===== config.mk =====
export PLATFORM = sky130hd
export DESIGN_NAME = antialiased_disc_pixel_shader_unit
export DESIGN_NICKNAME = d
export VERILOG_FILES = /design/src/rtl/adps_pkg.sv /design/src/rtl/antialiased_disc_pixel_shader_unit.sv /design/src/rtl/adps_isqrt.sv /design/src/rtl/adps_blend.sv
export SDC_FILE = /design/constraint.sdc
export NUM_CORES = 2
export LEC_CHECK = 0
export BUFFER_PORTS_ARGS = -buffer_cell sky130_fd_sc_hd__buf_2
export CORE_UTILIZATION = 65
export CTS_CLUSTER_SIZE = 8
export DETAILED_ROUTE_END_ITERATION = 12
export GPL_ROUTABILITY_DRIVEN = 1
export PLACE_DENSITY = 0.82
export SLEW_MARGIN = 20
export SYNTH_ARGS = -nofsm -noshare
export SYNTH_HDL_FRONTEND = slang
export SYNTH_SLANG_ARGS = --single-unit

===== constraint.sdc =====
create_clock -name clk -period 24.5 [get_ports clk]
set_clock_uncertainty 0.2 [all_clocks]
set_input_delay 1.225 -clock clk [delete_from_list [all_inputs] [get_ports clk]]
set_output_delay 1.225 -clock clk [all_outputs]
set_load 0.1 [all_outputs]

===== src/rtl/adps_pkg.sv =====
// Shared types and constants for the anti-aliased disc pixel shader.
// Holds the item structs, the register indexes and the pipeline sizing.
// No dependencies.
`default_nettype none

package adps_pkg;

	localparam int PANEL_WIDTH  = 64;
	localparam int PANEL_HEIGHT = 64;

	localparam int CFG_IDX_W = 2;
	localparam logic [CFG_IDX_W-1:0] REG_BG_RED   = 2'd0;
	localparam logic [CFG_IDX_W-1:0] REG_BG_GREEN = 2'd1;
	localparam logic [CFG_IDX_W-1:0] REG_BG_BLUE  = 2'd2;

	localparam int SQ_W                = 30;
	localparam int ROOT_W              = SQ_W / 2;
	localparam int SQRT_BITS_PER_STAGE = 3;
	localparam int SQRT_STAGES         = ROOT_W / SQRT_BITS_PER_STAGE;

	typedef struct packed {
		logic [5:0] pixel_x;
		logic [5:0] pixel_y;
		logic [9:0] center_x;
		logic [9:0] center_y;
		logic [7:0] disc_radius;
		logic [7:0] fill_red;
		logic [7:0] fill_green;
		logic [7:0] fill_blue;
	} pixel_in_t;

	typedef struct packed {
		logic       written;
		logic [7:0] alpha;
		logic [7:0] out_red;
		logic [7:0] out_green;
		logic [7:0] out_blue;
	} pixel_out_t;

	typedef struct packed {
		logic [7:0] disc_radius;
		logic [7:0] fill_red;
		logic [7:0] fill_green;
		logic [7:0] fill_blue;
		logic       clip;
	} side_t;

endpackage

`default_nettype wire


===== src/rtl/antialiased_disc_pixel_shader_unit.sv =====
// Top level of the anti-aliased disc pixel shader.
// Depends on adps_pkg, adps_isqrt and adps_blend.
// The unit accepts one pixel item per cycle while in_stall is low. Its
// pipeline holds the delta, square and sum stages, the distance square
// root, whose fifteen root bits are resolved three per stage over five
// stages, and the coverage, alpha and two blend stages. The whole
// pipeline holds while a result waits at the output, so no item is lost.
`default_nettype none

module antialiased_disc_pixel_shader_unit import adps_pkg::*; (
	input  logic                 clk,
	input  logic                 arst_n,
	input  logic                 cfg_write,
	input  logic [CFG_IDX_W-1:0] cfg_index,
	input  logic [7:0]           cfg_data,
	input  logic                 in_valid,
	output logic                 in_stall,
	input  pixel_in_t            in_item,
	output logic                 out_valid,
	input  logic                 out_stall,
	output pixel_out_t           out_item
);

	logic [7:0] bg_red_q;
	logic [7:0] bg_green_q;
	logic [7:0] bg_blue_q;

	logic advance;

	logic               valid_s1, valid_s2, valid_s3;
	logic               valid_s9, valid_s10, valid_s11, valid_s12;
	logic signed [10:0] dx_s1, dy_s1;
	side_t              side_s1, side_s2, side_s3, side_s9;
	logic [19:0]        sqx_s2, sqy_s2;
	logic [SQ_W-1:0]    op_s3;

	logic              valid_s8;
	logic [ROOT_W-1:0] dist_s8;
	side_t             side_s8;

	logic [8:0] cov_s9;
	logic [7:0] alpha_s10, alpha_s11, alpha_s12;
	logic       written_s10, written_s11, written_s12;
	logic [7:0] fill_red_s10, fill_green_s10, fill_blue_s10;
	logic [7:0] red_s12, green_s12, blue_s12;

	logic signed [10:0] dx_in, dy_in;
	logic               clip_in;
	logic signed [21:0] dx_sq, dy_sq;
	logic [20:0]        sq_sum;
	logic signed [16:0] cov_raw;
	logic [8:0]         cov_clamped;
	logic [16:0]        alpha_full;

	assign advance  = !(valid_s12 && out_stall);
	assign in_stall = !advance;

	always_ff @(posedge clk or negedge arst_n) begin
		if (!arst_n) begin
			bg_red_q   <= '0;
			bg_green_q <= '0;
			bg_blue_q  <= '0;
		end else if (cfg_write) begin
			case (cfg_index)
				REG_BG_RED:   bg_red_q   <= cfg_data;
				REG_BG_GREEN: bg_green_q <= cfg_data;
				REG_BG_BLUE:  bg_blue_q  <= cfg_data;
				default: ;
			endcase
		end
	end

	assign dx_in = $signed({1'b0, in_item.pixel_x, 4'b1000}) - $signed({1'b0, in_item.center_x});
	assign dy_in = $signed({1'b0, in_item.pixel_y, 4'b1000}) - $signed({1'b0, in_item.center_y});
	assign clip_in = (int'(in_item.pixel_x) >= PANEL_WIDTH) ||
		(int'(in_item.pixel_y) >= PANEL_HEIGHT);

	assign dx_sq  = dx_s1 * dx_s1;
	assign dy_sq  = dy_s1 * dy_s1;
	assign sq_sum = {1'b0, sqx_s2} + {1'b0, sqy_s2};

	always_ff @(posedge clk or negedge arst_n) begin
		if (!arst_n) begin
			valid_s1  <= 1'b0;
			valid_s2  <= 1'b0;
			valid_s3  <= 1'b0;
			valid_s9  <= 1'b0;
			valid_s10 <= 1'b0;
			valid_s11 <= 1'b0;
			valid_s12 <= 1'b0;
		end else if (advance) begin
			valid_s1  <= in_valid;
			valid_s2  <= valid_s1;
			valid_s3  <= valid_s2;
			valid_s9  <= valid_s8;
			valid_s10 <= valid_s9;
			valid_s11 <= valid_s10;
			valid_s12 <= valid_s11;
		end
	end

	always_ff @(posedge clk) begin
		if (advance) begin
			dx_s1   <= dx_in;
			dy_s1   <= dy_in;
			side_s1 <= '{disc_radius: in_item.disc_radius, fill_red: in_item.fill_red,
				fill_green: in_item.fill_green, fill_blue: in_item.fill_blue, clip: clip_in};
			sqx_s2  <= dx_sq[19:0];
			sqy_s2  <= dy_sq[19:0];
			side_s2 <= side_s1;
			op_s3   <= {1'b0, sq_sum, 8'b0};
			side_s3 <= side_s2;
		end
	end

	adps_isqrt u_isqrt (
		.clk       (clk),
		.arst_n    (arst_n),
		.en        (advance),
		.in_valid  (valid_s3),
		.in_op     (op_s3),
		.in_side   (side_s3),
		.out_valid (valid_s8),
		.out_root  (dist_s8),
		.out_side  (side_s8)
	);

	assign cov_raw = $signed({5'b0, side_s8.disc_radius, 4'b0}) + 17'sd128
		- $signed({2'b0, dist_s8});

	always_comb begin
		if (side_s8.clip || cov_raw <= 17'sd0) begin
			cov_clamped = '0;
		end else if (cov_raw > 17'sd256) begin
			cov_clamped = 9'd256;
		end else begin
			cov_clamped = cov_raw[8:0];
		end
	end

	assign alpha_full = {cov_s9, 8'b0} - {8'b0, cov_s9} + 17'd128;

	always_ff @(posedge clk) begin
		if (advance) begin
			cov_s9         <= cov_clamped;
			side_s9        <= side_s8;
			alpha_s10      <= alpha_full[15:8];
			written_s10    <= (cov_s9 != 9'd0);
			fill_red_s10   <= side_s9.fill_red;
			fill_green_s10 <= side_s9.fill_green;
			fill_blue_s10  <= side_s9.fill_blue;
			alpha_s11      <= alpha_s10;
			written_s11    <= written_s10;
			alpha_s12      <= alpha_s11;
			written_s12    <= written_s11;
		end
	end

	adps_blend u_blend_red (
		.clk (clk),
		.en  (advance),
		.fg  (fill_red_s10),
		.bg  (bg_red_q),
		.a   (alpha_s10),
		.c   (red_s12)
	);

	adps_blend u_blend_green (
		.clk (clk),
		.en  (advance),
		.fg  (fill_green_s10),
		.bg  (bg_green_q),
		.a   (alpha_s10),
		.c   (green_s12)
	);

	adps_blend u_blend_blue (
		.clk (clk),
		.en  (advance),
		.fg  (fill_blue_s10),
		.bg  (bg_blue_q),
		.a   (alpha_s10),
		.c   (blue_s12)
	);

	assign out_valid = valid_s12;
	assign out_item  = '{written: written_s12, alpha: alpha_s12, out_red: red_s12,
		out_green: green_s12, out_blue: blue_s12};

endmodule

`default_nettype wire


===== src/rtl/adps_isqrt.sv =====
// Pipelined integer square root with a sideband that travels with each item.
// Resolves a fixed number of root bits per stage; depends on adps_pkg.
`default_nettype none

module adps_isqrt import adps_pkg::*; (
	input  logic              clk,
	input  logic              arst_n,
	input  logic              en,
	input  logic              in_valid,
	input  logic [SQ_W-1:0]   in_op,
	input  side_t             in_side,
	output logic              out_valid,
	output logic [ROOT_W-1:0] out_root,
	output side_t             out_side
);

	localparam int REM_W = ROOT_W + 2;
	localparam int TRY_W = REM_W + 2;

	typedef struct packed {
		logic [SQ_W-1:0]   op;
		logic [REM_W-1:0]  rem;
		logic [ROOT_W-1:0] root;
	} sqrt_state_t;

	function automatic sqrt_state_t sqrt_step(input sqrt_state_t s);
		logic [TRY_W-1:0] trial;
		logic [TRY_W-1:0] sub;
		sqrt_state_t      r;
		trial = {s.rem, s.op[SQ_W-1 -: 2]};
		sub   = {2'b00, s.root, 2'b01};
		r.op  = {s.op[SQ_W-3:0], 2'b00};
		if (trial >= sub) begin
			r.rem  = REM_W'(trial - sub);
			r.root = {s.root[ROOT_W-2:0], 1'b1};
		end else begin
			r.rem  = trial[REM_W-1:0];
			r.root = {s.root[ROOT_W-2:0], 1'b0};
		end
		return r;
	endfunction

	sqrt_state_t st_s    [SQRT_STAGES];
	side_t       side_s  [SQRT_STAGES];
	logic        valid_s [SQRT_STAGES];

	for (genvar k = 0; k < SQRT_STAGES; k++) begin : g_stage
		sqrt_state_t cur;
		sqrt_state_t nxt;
		side_t       side_cur;
		logic        valid_cur;

		if (k == 0) begin : g_first
			assign cur       = '{op: in_op, rem: '0, root: '0};
			assign side_cur  = in_side;
			assign valid_cur = in_valid;
		end else begin : g_next
			assign cur       = st_s[k-1];
			assign side_cur  = side_s[k-1];
			assign valid_cur = valid_s[k-1];
		end

		always_comb begin
			nxt = cur;
			for (int i = 0; i < SQRT_BITS_PER_STAGE; i++) begin
				nxt = sqrt_step(nxt);
			end
		end

		always_ff @(posedge clk or negedge arst_n) begin
			if (!arst_n) begin
				valid_s[k] <= 1'b0;
			end else if (en) begin
				valid_s[k] <= valid_cur;
			end
		end

		always_ff @(posedge clk) begin
			if (en) begin
				st_s[k]   <= nxt;
				side_s[k] <= side_cur;
			end
		end
	end

	assign out_valid = valid_s[SQRT_STAGES-1];
	assign out_root  = st_s[SQRT_STAGES-1].root;
	assign out_side  = side_s[SQRT_STAGES-1];

endmodule

`default_nettype wire


===== src/rtl/adps_blend.sv =====
// Two-stage blend of one color channel: weighted sum, then divide by 255.
// Depends on no package items.
`default_nettype none

module adps_blend (
	input  logic       clk,
	input  logic       en,
	input  logic [7:0] fg,
	input  logic [7:0] bg,
	input  logic [7:0] a,
	output logic [7:0] c
);

	logic [15:0] fg_prod;
	logic [15:0] bg_prod;
	logic [15:0] sum_s1;
	logic [16:0] quo;

	assign fg_prod = {8'b0, fg} * {8'b0, a};
	assign bg_prod = {8'b0, bg} * {8'b0, 8'd255 - a};

	// The sum stays at or below 65025, where (n + n/256 + 1) / 256 equals n / 255.
	assign quo = {1'b0, sum_s1} + {9'b0, sum_s1[15:8]} + 17'd1;

	always_ff @(posedge clk) begin
		if (en) begin
			sum_s1 <= fg_prod + bg_prod;
			c      <= quo[15:8];
		end
	end

endmodule

`default_nettype wire

==> flow_summary.ini <==
[status]
status = complete, no violations

[logic_synthesis]
ys_types = 100
synth_warnings = 0
synth_top_cell_by_area = edfxtp_1
synthFlopType = edfxtp_1
synthTopCellsByArea = edfxtp_1 (37%), fa_1 (19%), ha_1 (11%)
netlist_area_sq_um = 51800
netlist_instances = 4498
synth_top_area_share_pct = 36.8
ys_ff_latch = 671
seq_area_frac_synth_pct = 38.6
avgSynthCellArea_sq_um = 11.5
synth_edf_count = 635
synthArstFlopShare_pct = 5.37

[sta]
rsz0062_at_grt = false
maxSlewViolCount = 0
finalSetupViolations = 0
period_share_pct = 39.8
max_slew_margin_pct = 29.2
tightest_slew_ns = 1.06
fin_tns_setup_ns = 0
max_freq_ghz = 0.102
setup_slack_ns = 14.74
finalHoldViolations = 0
finalCriticalPeriod_ns = 9.76

[clock_tree]
cts_buffer_depth = 3
ctsHoldBuffers = 0
cts.sinks = 671
cts_resized = 0
htree_levels = 3
root_buffer = clkbuf_16
post_cts_buffers = 0
path_clk_slew_ns = 0.05
cts_tree = done
cts_made_buffers = 96
clk_latency_ns = 0.67

[hold_path]
min_to = side_s9[1]
whs_path_depth = 0
hold_start = u_isqrt.side_s[0][133]
hold_class = reg2reg

[global_route]
grt_antenna_before_repair = 0
busiest_layer = met2
grt_usage_pct = 26.0
grt_start_max_net_pins = 185
grt_pass1_vias = 34144
grt_pass1_wl_um = 170000
use_met3_pct = 3.09
met2_usage_pct = 47.1
grt_remaining_overflow = 0
grt.met1_usage_pct = 32.3

[run]
maxCapViolCount = 0

[setup_path]
cpMaxStageDelayCell = nand4_1
required_ns = 24.69
crit_type = reg2reg
cp_max_fo = 17
cp_data_arrival_time_ns = 9.95
worstRegToRegCells = 30
rr_startpoint = u_isqrt.st_s[0][119]
r2r_slack_ns = 14.74
rr_endpoint = u_isqrt.st_s[0][192]
crit_path_end_kind = register
cp_common_cell = a21oi_1
critPathLaunchType = register
critPathMaxStageDelay_ns = 0.58

[routing]
routed_wl_um = 100000
drt_pass1_iterations = 7
wire_per_inst_um = 17.5
drc = 0
vias_per_cell = 5.65
route.antenna.remaining_nets = 0
drtIter0Drc = 1826
dr_total_vias = 32361

[floorplanning]
die_area_sq_um = 80700
rows = 103
die_w_um = 284
initial_core_util_pct = 65.6
coreArea_sq_um = 78900
die_height_um = 284
ioPinCount = 114

[placement]
placed_area_sq_um = 53400
place_ws_ns = 14.77
gp_congestion = 0.883
hpwl_um = 74800
portBuffers = 113

[cells_and_area]
final-seq-area_sq_um = 20000
multi_input_area_sq_um = 28600
layout_common_cells = inv_1 (729), edfxtp_1 (635), fa_1 (483)
fillers = 5553
diodes = 0
syn_to_final_growth_pct = 8.59
fin_util_pct = 71.3
nets = 5648
fin_area_sq_um = 56200
layout_commonest_cell = inv_1
drive_gt1_share_pct = 7.63
-- kinds of logic after synthesis --
logic type | after synthesis | synth area share, %
flip-flops | 671 | 38.6
buffers and inverters | 834 | 6.15
adder cells (fa/ha/maj) | 940 | 29.7
other | 1 | 0.00725
multiplexers | 84 | 1.80
AND/OR/NAND/NOR | 1106 | 11.5
XOR/XNOR | 274 | 4.64
AO/OA/AOI/OAI | 588 | 7.55
-- cell usage after synthesis, types with 80 or more instances --
| library cell | number |
|---|---|
| inv_1 | 729 |
| edfxtp_1 | 635 |
| fa_1 | 483 |
| ha_1 | 457 |
| nand2_1 | 265 |
| xnor2_1 | 197 |
| and2_1 | 182 |
| nor2b_1 | 166 |
| a21oi_1 | 152 |
| nor2_1 | 150 |
| o21ai_0 | 116 |
| nand2b_1 | 99 |
| clkbuf_1 | 80 |
-- worst max-delay path, delay by kind of cell (launching register included) --
family          cells  cell delay (ns)
simple gates       11             3.27
compound gates     13             3.62
fa+ha+maj           3             1.02
buf+inv             2             0.61
flops               1             0.34
mux                 1             0.45
-- registers in the layout, summed over array words and instances, names as in the netlist, 9 cells and up --
signal / flops
u_isqrt.side_s: 160
u_isqrt.st_s: 142
side_s1: 32
side_s2: 32
side_s3: 32
side_s9: 24
op_s3: 21
sqx_s2: 19
sqy_s2: 19
u_blend_blue.sum_s1: 16
u_blend_green.sum_s1: 16
u_blend_red.sum_s1: 16
dx_s1: 11
dy_s1: 11
cov_s9: 9
-- layout make-up --
type / instances / area share, %
Multi-Input combinational cell: 2995 / 50.9
Sequential cell: 671 / 35.5
Inverter: 735 / 4.93
Clock buffer: 134 / 4.60
Tap cell: 1050 / 2.34
Timing Repair Buffer: 130 / 1.26
Clock inverter: 12 / 0.396
-- stage by stage --
| step | std cells | hold WS [ns] |
|---|---|---|
| floorplan | 4500 | 0.200 |
| global placement | 5581 | 0.200 |
| detailed placement | 5581 | 0.205 |
| CTS | 5727 | 0.173 |
| global route | 5727 | 0.179 |
| finish | 5727 | 0.178 |
-- routing by layer --
metal,up-vias,share of wire [%]
li1,15345,-
met4,0,2.7
met1,16136,41
met3,190,3.8
met2,690,53
met5,-,0
-- worst max-delay path by stage --
| stage | from | to | slack [ns] |
|---|---|---|---|
| 2_1_floorplan | out_stall | in_stall | 0.46 |
| 3_3_place_gp | u_isqrt.st_s[0][118] | u_isqrt.st_s[0][186] | 15.08 |
| 3_5_place_dp | u_isqrt.st_s[0][118] | u_isqrt.st_s[0][186] | 14.77 |
| 4_1_cts | u_isqrt.st_s[0][119] | u_isqrt.st_s[0][192] | 14.78 |
| 5_1_grt | u_isqrt.st_s[0][118] | u_isqrt.st_s[0][192] | 13.87 |
| 6_report | u_isqrt.st_s[0][119] | u_isqrt.st_s[0][192] | 14.74 |
Power is left out: the tool's default activity adds up to more than one toggle a clock period on the data nets, which glitch-free logic cannot reach.
